--- config.mk ---
export PLATFORM = sky130hd
export DESIGN_NAME = hsv_to_rgb_converter_top
export DESIGN_NICKNAME = d
export VERILOG_FILES = /design/src/sv/hsv2rgb_pkg.sv /design/src/sv/hsv2rgb_scale.sv /design/src/sv/hsv_to_rgb_converter_top.sv
export SDC_FILE = /design/constraint.sdc
export NUM_CORES = 1
export LEC_CHECK = 0
export BUFFER_PORTS_ARGS = -buffer_cell sky130_fd_sc_hd__buf_4
export CAP_MARGIN = 20
export CORE_MARGIN = 5
export CORE_UTILIZATION = 45
export CTS_CLUSTER_DIAMETER = 80
export DETAILED_ROUTE_END_ITERATION = 8
export SETUP_SLACK_MARGIN = 0.1
export SLEW_MARGIN = 10
export SYNTH_ARGS = -nofsm -noshare
export SYNTH_HDL_FRONTEND = slang
export SYNTH_HIERARCHICAL = 1
export SYNTH_SLANG_ARGS = --single-unit
--- constraint.sdc ---
create_clock -name clock -period 8.85 [get_ports clock]
set_clock_uncertainty 0.2 [all_clocks]
set_input_delay 0.4425 -clock clock [delete_from_list [all_inputs] [get_ports clock]]
set_output_delay 0.4425 -clock clock [all_outputs]
set_load 0.02 [all_outputs]
--- src/sv/hsv2rgb_pkg.sv ---
// shared constants and types for the hsv to rgb converter
package hsv2rgb_pkg;

   localparam int unsigned SectorSteps = 43;
   localparam int unsigned SatFull     = 254;
   localparam int unsigned PosScale    = 6;
   localparam int unsigned LastSector  = 5;

   // x / 254 computed as (x >> 1) * RecipMult >> RecipShift, exact for x < 65536
   localparam int unsigned RecipMult   = 33027;
   localparam int unsigned RecipShift  = 22;

   typedef enum logic [2:0] {
      SEC_RED_YEL = 3'd0,
      SEC_YEL_GRN = 3'd1,
      SEC_GRN_CYN = 3'd2,
      SEC_CYN_BLU = 3'd3,
      SEC_BLU_MAG = 3'd4,
      SEC_MAG_RED = 3'd5
   } sector_type;

   typedef struct packed {
      logic mul_en;
      logic div_en;
   } scale_ctl_type;

endpackage

--- src/sv/hsv2rgb_scale.sv ---
// two-stage v * k / 254 scaler with reciprocal multiply
module hsv2rgb_scale (
   input  logic                        clock,
   input  hsv2rgb_pkg::scale_ctl_type  ctl,
   input  logic [7:0]                  value,
   input  logic [7:0]                  factor,
   output logic [7:0]                  scaled
);
   import hsv2rgb_pkg::*;

   localparam int ProdW  = 16;
   localparam int RecipW = 16;
   localparam int WideW  = ProdW - 1 + RecipW;

   logic [ProdW-1:0] prod_ff;
   logic [ProdW-1:0] prod_in;
   logic [WideW-1:0] wide;
   logic [7:0]       quot_ff;
   logic [7:0]       quot_in;

   assign prod_in = ProdW'(value) * ProdW'(factor);
   assign wide    = WideW'(prod_ff[ProdW-1:1]) * WideW'(RecipMult);
   assign quot_in = wide[RecipShift +: 8];

   always_ff @(posedge clock) begin
      if (ctl.mul_en) begin
         prod_ff <= prod_in;
      end
      if (ctl.div_en) begin
         quot_ff <= quot_in;
      end
   end

   assign scaled = quot_ff;

endmodule

--- src/sv/hsv_to_rgb_converter_top.sv ---
// hsv to rgb converter top level: five-stage pipeline with valid/ready handshake
// an accepted req word is registered in each stage in turn before it raises rsp_valid
// throughput: one word per cycle while rsp is not stalled, set by the fully pipelined multipliers
// a stalled rsp holds the pipeline in place; empty stages still fill
// reset clears all stage valid bits; data registers are not reset
module hsv_to_rgb_converter_top (
   input  logic       clock,
   input  logic       reset,
   input  logic       req_valid,
   output logic       req_ready,
   input  logic [7:0] req_hue,
   input  logic [7:0] req_saturation,
   input  logic [7:0] req_brightness,
   output logic       rsp_valid,
   input  logic       rsp_ready,
   output logic [7:0] rsp_red,
   output logic [7:0] rsp_green,
   output logic [7:0] rsp_blue
);
   import hsv2rgb_pkg::*;

   localparam int Stages = 5;

   logic [Stages-1:0] val_ff;
   logic [Stages-1:0] val_in;
   logic [Stages-1:0] en;

   // stage 1: sector, position, clamped saturation
   sector_type sec1_ff, sec1_in;
   logic [7:0] pos1_ff, pos1_in;
   logic [7:0] sat1_ff, sat1_in;
   logic [7:0] v1_ff;
   logic [5:0] rem;

   // stage 2: scale factors for p, q, t
   sector_type sec2_ff;
   logic [7:0] v2_ff;
   logic [7:0] kp2_ff, kp2_in;
   logic [7:0] kq2_ff, kq2_in;
   logic [7:0] kt2_ff, kt2_in;
   logic [15:0] prod_q;
   logic [15:0] prod_t;

   // stages 3 and 4 live in the scalers
   sector_type sec3_ff, sec4_ff;
   logic [7:0] v3_ff, v4_ff;
   logic [7:0] p4, q4, t4;
   scale_ctl_type scale_ctl;

   // stage 5: output word
   logic [7:0] red_ff, red_in;
   logic [7:0] green_ff, green_in;
   logic [7:0] blue_ff, blue_in;

   // handshake: a stage advances when empty or when the next one advances
   always_comb begin
      en[Stages-1] = !val_ff[Stages-1] || rsp_ready;
      for (int i = Stages - 2; i >= 0; i--) begin
         en[i] = !val_ff[i] || en[i+1];
      end
      val_in[0] = en[0] ? req_valid : val_ff[0];
      for (int i = 1; i < Stages; i++) begin
         val_in[i] = en[i] ? val_ff[i-1] : val_ff[i];
      end
   end

   always_ff @(posedge clock) begin
      if (reset) begin
         val_ff <= '0;
      end else begin
         val_ff <= val_in;
      end
   end

   assign req_ready = en[0];
   assign rsp_valid = val_ff[Stages-1];

   // stage 1 logic
   always_comb begin
      priority if (req_hue >= 8'(5 * SectorSteps)) begin
         sec1_in = SEC_MAG_RED;
         rem     = 6'(req_hue - 8'(5 * SectorSteps));
      end else if (req_hue >= 8'(4 * SectorSteps)) begin
         sec1_in = SEC_BLU_MAG;
         rem     = 6'(req_hue - 8'(4 * SectorSteps));
      end else if (req_hue >= 8'(3 * SectorSteps)) begin
         sec1_in = SEC_CYN_BLU;
         rem     = 6'(req_hue - 8'(3 * SectorSteps));
      end else if (req_hue >= 8'(2 * SectorSteps)) begin
         sec1_in = SEC_GRN_CYN;
         rem     = 6'(req_hue - 8'(2 * SectorSteps));
      end else if (req_hue >= 8'(SectorSteps)) begin
         sec1_in = SEC_YEL_GRN;
         rem     = 6'(req_hue - 8'(SectorSteps));
      end else begin
         sec1_in = SEC_RED_YEL;
         rem     = req_hue[5:0];
      end
      pos1_in = 8'(rem) * 8'(PosScale);
      sat1_in = (req_saturation > 8'(SatFull)) ? 8'(SatFull) : req_saturation;
   end

   always_ff @(posedge clock) begin
      if (en[0]) begin
         sec1_ff <= sec1_in;
         pos1_ff <= pos1_in;
         sat1_ff <= sat1_in;
         v1_ff   <= req_brightness;
      end
   end

   // stage 2 logic
   assign prod_q = 16'(sat1_ff) * 16'(pos1_ff);
   assign prod_t = 16'(sat1_ff) * 16'(8'(SatFull) - pos1_ff);
   assign kp2_in = 8'(SatFull) - sat1_ff;
   assign kq2_in = 8'(SatFull) - prod_q[15:8];
   assign kt2_in = 8'(SatFull) - prod_t[15:8];

   always_ff @(posedge clock) begin
      if (en[1]) begin
         sec2_ff <= sec1_ff;
         v2_ff   <= v1_ff;
         kp2_ff  <= kp2_in;
         kq2_ff  <= kq2_in;
         kt2_ff  <= kt2_in;
      end
      if (en[2]) begin
         sec3_ff <= sec2_ff;
         v3_ff   <= v2_ff;
      end
      if (en[3]) begin
         sec4_ff <= sec3_ff;
         v4_ff   <= v3_ff;
      end
   end

   // stages 3 and 4: v * k / 254 for p, q, t
   assign scale_ctl.mul_en = en[2];
   assign scale_ctl.div_en = en[3];

   hsv2rgb_scale u_scale_p (
      .clock  (clock),
      .ctl    (scale_ctl),
      .value  (v2_ff),
      .factor (kp2_ff),
      .scaled (p4)
   );

   hsv2rgb_scale u_scale_q (
      .clock  (clock),
      .ctl    (scale_ctl),
      .value  (v2_ff),
      .factor (kq2_ff),
      .scaled (q4)
   );

   hsv2rgb_scale u_scale_t (
      .clock  (clock),
      .ctl    (scale_ctl),
      .value  (v2_ff),
      .factor (kt2_ff),
      .scaled (t4)
   );

   // stage 5: place v, p, q, t onto the channels
   always_comb begin
      unique case (sec4_ff)
         SEC_RED_YEL: begin
            red_in = v4_ff; green_in = t4;    blue_in = p4;
         end
         SEC_YEL_GRN: begin
            red_in = q4;    green_in = v4_ff; blue_in = p4;
         end
         SEC_GRN_CYN: begin
            red_in = p4;    green_in = v4_ff; blue_in = t4;
         end
         SEC_CYN_BLU: begin
            red_in = p4;    green_in = q4;    blue_in = v4_ff;
         end
         SEC_BLU_MAG: begin
            red_in = t4;    green_in = p4;    blue_in = v4_ff;
         end
         default: begin
            red_in = v4_ff; green_in = p4;    blue_in = q4;
         end
      endcase
   end

   always_ff @(posedge clock) begin
      if (en[4]) begin
         red_ff   <= red_in;
         green_ff <= green_in;
         blue_ff  <= blue_in;
      end
   end

   assign rsp_red   = red_ff;
   assign rsp_green = green_ff;
   assign rsp_blue  = blue_ff;

endmodule

==> flow_metrics.env, run 1 <==
export IMPL_ys_warn_count=6
export IMPL_vias=16312
export IMPL_crit_family="adder cells"
export IMPL_arrival_ps=5790
export IMPL_status="complete, no violations"
export IMPL_hpwl_um=39000
export IMPL_synth_edf_count=176
export IMPL_synth_area_per_cell_um2=10.1
export IMPL_io_buffers=53
export IMPL_grt_pass1_wl_um=82600
export IMPL_post_cts_buffers=0
export IMPL_finalNetCount=3094
export IMPL_grt_max_degree=57
export IMPL_cap_violations=0
export IMPL_dp_slack_ps=3110
export IMPL_antenna_found_initial=1
export IMPL_cp_depth=18
export IMPL_critPathBufInv=2
export IMPL_hold_end="sat1_ff[0]$_SDFFCE_PN0P_"
export IMPL_grt_pass1_vias=16840
export IMPL_synth_seq_cells=181
export IMPL_nFillCells=4808
export IMPL_cts_root_buffer="clkbuf_16"
export IMPL_fp_dieW_um=239
export IMPL_synth_xor_area_frac=0.0317
export IMPL_synthTopCellsByArea="ha_1, edfxtp_1, fa_1, inv_1, and2_1"
export IMPL_min_from="req_saturation[0]"
export IMPL_crit_top_cell="fa_1"
export IMPL_max_freq_mhz=173
export IMPL_finalHoldViolCount=0
export IMPL_drtPass1Iterations=7
export IMPL_fin_setup_tns_ps=0
export IMPL_rows=84
export IMPL_finalSetupViolCount=0
export IMPL_cts_sinks=181
export IMPL_finalCriticalPeriod_ps=5770
export IMPL_crit_path_start_kind="register"
export IMPL_finalWirelength_um=48300
export IMPL_num_io_pins=54
export IMPL_worstSetupPathType="register to register"
export IMPL_regArea_um2=5390
export IMPL_final_common_cell="ha_1"
export IMPL_grt_overflow=0
export IMPL_finalCritPeriodShare=0.652
export IMPL_cpMaxStageDelayCell="edfxtp_1"
export IMPL_synth_area_um2=23700
export IMPL_drive_above_1_share=0.0698
export IMPL_synth_nets=3040
export IMPL_cts_tree="done"
export IMPL_crit_chain="nand2b_1 -> fa_1 -> fa_1 -> fa_1 -> inv_1 -> fa_1 -> ha_1 -> inv_1 -> o31ai_1 -> a21oi_1 -> xnor2_1 -> ha_1 -> nand2_1 -> nor4_1 -> nand3_1 -> a21boi_0 -> a2111oi_2 -> xor2_1"
export IMPL_yosys_mux_area_fraction=0.0222
export IMPL_fin_ws_ps=3080
export IMPL_dieArea_um2=57300
export IMPL_grt_usage=0.176
export IMPL_coreArea_um2=52300
export IMPL_worstMarginPinSlew_ps=1080
export IMPL_n_antenna_cell=0
export IMPL_ys_types=95
export IMPL_hold_class="input port to register"
export IMPL_ys_seq_area_frac=0.228
export IMPL_synthSimpleGateAreaFrac=0.145
export IMPL_multi_input_area_um2=16700
export IMPL_yosys_area_top_type_share=0.251
export IMPL_synth_top_family_by_area="adder cells"
export IMPL_cts_resized_gates=0
export IMPL_drc=0
export IMPL_r2r_cells=18
export IMPL_synth_fa_ha_area_frac=0.418
export IMPL_ant_nets=0
export IMPL_globalplace_congestion=0.869
export IMPL_mostFrequentLayoutCells="ha_1, inv_1, fa_1"
export IMPL_synthToLayoutAreaGrowth_pct=8.41
export IMPL_worst_setup_path_end_kind="register"
export IMPL_path_clk_slew_ps=80
export IMPL_crit_start="sat1_ff[3]$_SDFFCE_PN1P_"
export IMPL_rsz0062_at_grt="false"
export IMPL_synthArstFlopShare=0
export IMPL_dieHeight_um=239
export IMPL_numCtsBuffers=17
export IMPL_cp_max_fo=17
export IMPL_cts_htree_levels=4
export IMPL_final_max_slew_violation_count=0
export IMPL_cp_required_ps=8870
export IMPL_relSlewSlack=0.282
export IMPL_cts_path_max_buffers=2
export IMPL_r2r_start="sat1_ff[3]$_SDFFCE_PN1P_"
export IMPL_cpPeakStageDelay_ps=720
export IMPL_insertion_delay_ps=480
export IMPL_r2r_end="kt2_ff[6]$_DFFE_PP_"
export IMPL_r2r_setup_slack_ps=3080
export IMPL_syn_inst=2341
export IMPL_start_util=0.452
export IMPL_drt_vias_per_instance=5.27
export IMPL_wl_per_cell_um=15.6
export IMPL_whs_path_depth=2
export IMPL_initialDrtViolationCount=670
export IMPL_layout_top_registers="u_scale_p/prod_ff x15, u_scale_q/prod_ff x15, u_scale_t/prod_ff x15"
export IMPL_synth_ff_type="edfxtp_1"
export IMPL_yosysTopAreaCell="ha_1"
export IMPL_synth_compound_area_share=0.0909
==> timing repair <==
| action | 4_1_cts | 5_1_grt |
|---|---|---|
| endpoints found under the hold margin | 19 | 0 |
| hold buffers | 16 | 0 |
| endpoints found under the setup margin | 0 | 0 |
==> synth_stat cells, types with 35 or more instances <==
library cell,number
ha_1,475
nor2_1,101
clkbuf_1,38
fa_1,196
nand2_1,147
inv_1,360
nor2b_1,65
a21oi_1,83
nand3_1,35
edfxtp_1,176
and2_1,191
xnor2_1,56
==> through the flow <==
stage | utilization | hold slack (ps) | cell area, um2 | std cells
4_1_cts | 0.489 | 12.8 | 25600 | 3093
3_5_place_dp | 0.474 | 205 | 24800 | 3046
3_3_place_gp | 0.474 | 200 | 24800 | 3046
6_report | 0.490 | 57.8 | 25600 | 3095
5_1_grt | 0.490 | 48.0 | 25600 | 3095
2_1_floorplan | - | 200 | 23700 | 2341
==> worst max path at each step <==
stage | endpoint | slack [ps]
2_1_floorplan | kq2_ff[6]$_DFFE_PP_ | 3520
3_3_place_gp | kt2_ff[6]$_DFFE_PP_ | 3250
3_5_place_dp | kt2_ff[6]$_DFFE_PP_ | 3110
4_1_cts | kt2_ff[6]$_DFFE_PP_ | 3080
5_1_grt | kt2_ff[6]$_DFFE_PP_ | 2550
6_report | kt2_ff[6]$_DFFE_PP_ | 3080
==> cells by family after synthesis <==
group                    after synthesis
buffers and inverters                409
adder cells (fa/ha/maj)              672
AO/OA/AOI/OAI                        302
XOR/XNOR                              84
AND/OR/NAND/NOR                      643
flip-flops                           181
multiplexers                          50
==> metal layers <==
layer / track usage / part of all wire / up-vias
met1: 0.236 / 0.47 / 7973
li1: - / - / 8092
met3: 0.0251 / 0.025 / 44
met2: 0.301 / 0.49 / 201
met5: 0 / 0.00027 / -
met4: 0.0453 / 0.017 / 2
==> layout make-up <==
cell class | count | area share
clock buffers | 17 | 0.0166
clock inverters | 14 | 0.00800
inverters | 361 | 0.0528
multi-input cells | 1751 | 0.652
flip-flops and latches | 181 | 0.210
well taps | 688 | 0.0336
repair buffers | 83 | 0.0266
Power of run 1 is left out: the tool's default activity adds up to more than one toggle a clock period on the data nets, which glitch-free logic cannot reach.
==> run 2, diff against run 1 <==
Settings changed: ABC_AREA from default to 1.
Clock period 8.85 ns to 4.8 ns, I/O delays scaled along.
==> run 2 against run 1 <==
Net effect:
- synthesized cell count is 43% higher
- critical endpoint is now kt2_ff[7]$_DFFE_PP_
- critical path type unchanged
- global-route usage is 1.5 points higher
- register-to-register slack worse by 2900 ps
- design area up 13%
- critical path depth increased by 7
- routed wire length rose by 22%
==> flow_metrics.env, run 2 <==
export IMPL_max_freq_mhz=216
export IMPL_n_antenna_cell=0
export IMPL_synth_nets=4058
export IMPL_finalCriticalPeriod_ps=4640
export IMPL_rows=88
export IMPL_initialDrtViolationCount=945
export IMPL_synthArstFlopShare=0
export IMPL_cts_tree="done"
export IMPL_min_from="req_hue[5]"
export IMPL_yosys_area_top_type_share=0.229
export IMPL_ant_nets=0
export IMPL_hpwl_um=48700
export IMPL_final_common_cell="nand2_1"
export IMPL_r2r_end="kt2_ff[7]$_DFFE_PP_"
export IMPL_antenna_found_initial=0
export IMPL_whs_path_depth=4
export IMPL_drive_above_1_share=0.0988
export IMPL_worst_setup_path_end_kind="register"
export IMPL_synth_seq_cells=181
export IMPL_rsz0062_at_grt="true"
export IMPL_status="complete, no violations"
export IMPL_synth_edf_count=176
export IMPL_dieHeight_um=250
export IMPL_yosysTopAreaCell="ha_1"
export IMPL_grt_pass1_vias=19756
export IMPL_ys_warn_count=6
export IMPL_finalNetCount=4157
export IMPL_finalWirelength_um=58800
export IMPL_grt_overflow=0
export IMPL_layout_top_registers="u_scale_p/prod_ff x15, u_scale_q/prod_ff x15, u_scale_t/prod_ff x15"
export IMPL_drc=0
export IMPL_yosysMostFrequentCell="nand2_1"
export IMPL_globalplace_congestion=0.899
export IMPL_synth_common_cells="nand2_1, inv_1, ha_1, nor2_1, fa_1"
export IMPL_r2r_start="pos1_ff[3]$_DFFE_PP_"
export IMPL_path_clk_slew_ps=80
export IMPL_ys_seq_area_frac=0.207
export IMPL_numCtsBuffers=17
export IMPL_ys_types=49
export IMPL_synthToLayoutAreaGrowth_pct=11.1
export IMPL_cts_htree_levels=4
export IMPL_stdcell_count=4235
export IMPL_syn_inst=3359
export IMPL_cts_sinks=181
export IMPL_cts_path_max_buffers=2
export IMPL_synth_area_per_cell_um2=7.74
export IMPL_synth_ff_type="edfxtp_1"
export IMPL_num_io_pins=54
export IMPL_mostFrequentLayoutCells="nand2_1, inv_1, ha_1"
export IMPL_r2r_cells=25
export IMPL_nFillCells=5623
export IMPL_wl_per_cell_um=13.9
export IMPL_cp_required_ps=4860
export IMPL_synth_area_um2=26000
export IMPL_r2r_setup_slack_ps=160
export IMPL_fp_dieW_um=250
export IMPL_drtPass1Iterations=7
export IMPL_synthTopCellsByArea="ha_1, edfxtp_1, fa_1, nand2_1, inv_1"
export IMPL_dieArea_um2=62700
export IMPL_drt_vias_per_instance=4.80
export IMPL_relSlewSlack=0.411
export IMPL_insertion_delay_ps=490
export IMPL_final_max_slew_violation_count=0
export IMPL_dpl_cell_count=4161
export IMPL_cap_violations=0
export IMPL_worstMarginPinSlew_ps=882
export IMPL_grt_max_degree=58
export IMPL_hold_class="input port to register"
export IMPL_worstSetupPathType="register to register"
export IMPL_grt_pass1_wl_um=98100
export IMPL_crit_path_start_kind="register"
export IMPL_start_util=0.452
export IMPL_finalSetupViolCount=0
export IMPL_vias=20322
export IMPL_cts_root_buffer="clkbuf_16"
export IMPL_hold_end="pos1_ff[7]$_DFFE_PP_"
export IMPL_arrival_ps=4700
export IMPL_grt_usage=0.191
export IMPL_io_buffers=53
export IMPL_cp_max_fo=7
export IMPL_finalCritPeriodShare=0.967
export IMPL_finalHoldViolCount=0
export IMPL_coreArea_um2=57500
==> run 2: changes by cell type in the layout (fill, tap and decap cells not counted), moves of 24 or more <==
cell and delta:
nor2_2 +31, nand3_1 +63, nand2_1 +742, nand2_2 +43
mux2i_1 -30, buf_4 +53, and2_1 -191, inv_2 +24
inv_1 +419, xnor2_1 -34, nor2b_1 -65, nor2_1 +89
==> run 2: cell families (layout without fill, tap and decap cells) <==
kind of cell	after synthesis	in the layout	share of synthesized area
and+or+nand+nor	1371	1371	0.221
buffers and inverters	880	991	0.129
xor gates and xnor gates	56	56	0.0189
AOI/OAI and AO/OA	200	200	0.0441
adders and majority gates	671	671	0.380
DFF	181	181	0.207
==> run 2: layout make-up <==
class | instances | area [um2] | share of cell area
well taps | 765 | 957 | 0.0331
multi-input cells | 2298 | 17600 | 0.609
clock inverters | 14 | 163 | 0.00563
inverters | 809 | 3050 | 0.106
flip-flops and latches | 181 | 5390 | 0.186
repair buffers | 151 | 1300 | 0.0451
clock buffers | 17 | 425 | 0.0147
==> run 2: layer usage <==
metal  GRT usage  routed length [um]
met2       0.314               26900
met4      0.0477                 938
met5           0                   0
met1       0.268               28700
met3      0.0240                2190
==> run 2: how the worst max path moves through the flow <==
stage	slack [ps]	cells past startpoint	from	to
detailed placement	-8	21	pos1_ff[3]$_DFFE_PP_	kt2_ff[7]$_DFFE_PP_
CTS	90	21	pos1_ff[3]$_DFFE_PP_	kt2_ff[7]$_DFFE_PP_
global route	-80	25	pos1_ff[3]$_DFFE_PP_	kt2_ff[7]$_DFFE_PP_
finish	160	25	pos1_ff[3]$_DFFE_PP_	kt2_ff[7]$_DFFE_PP_
floorplan	100	23	sat1_ff[3]$_SDFFCE_PN1P_	kt2_ff[7]$_DFFE_PP_
global placement	90	21	pos1_ff[3]$_DFFE_PP_	kt2_ff[7]$_DFFE_PP_
==> run 2: timing repair <==
action | CTS | global route
endpoints found under the setup margin | 3 | 38
endpoints found under the hold margin | 22 | 0
pin swaps | 3 | 44
resized for setup | 6 | 100
hold buffers | 19 | 0
setup buffers | 6 | 18
==> run 2: through the flow <==
stage	area (um2)	hold slack [ps]	setup TNS (ps)	worst slack [ps]	utilization
2_1_floorplan	26000	109	0	101	-
3_3_place_gp	27500	201	0	91.1	0.479
3_5_place_dp	27500	205	-8.48	-8.48	0.479
4_1_cts	28400	30.4	0	94.6	0.494
5_1_grt	28900	71.3	-215	-81.6	0.502
6_report	28900	70.4	0	160	0.502
==> run 2: critical path, stage by stage (launching register included) <==
cell      delay (ps)
edfxtp_1         460
buf_4            180
buf_6            130
buf_4            130
nor2_2           130
fa_2             440
ha_1             280
inv_1             40
fa_1             470
inv_1             50
fa_1             510
ha_4             220
nand2_1           60
nand2_1           50
inv_2             60
nor2_1            50
nor2_2           160
nand2_2          100
nand2_2           90
nand2_4           70
nor2_4           120
nand3_2          120
nor2_4           130
nand2_1           60
nand2_1           50
nand2_1           40
Power of run 2 is left out for the same reason.
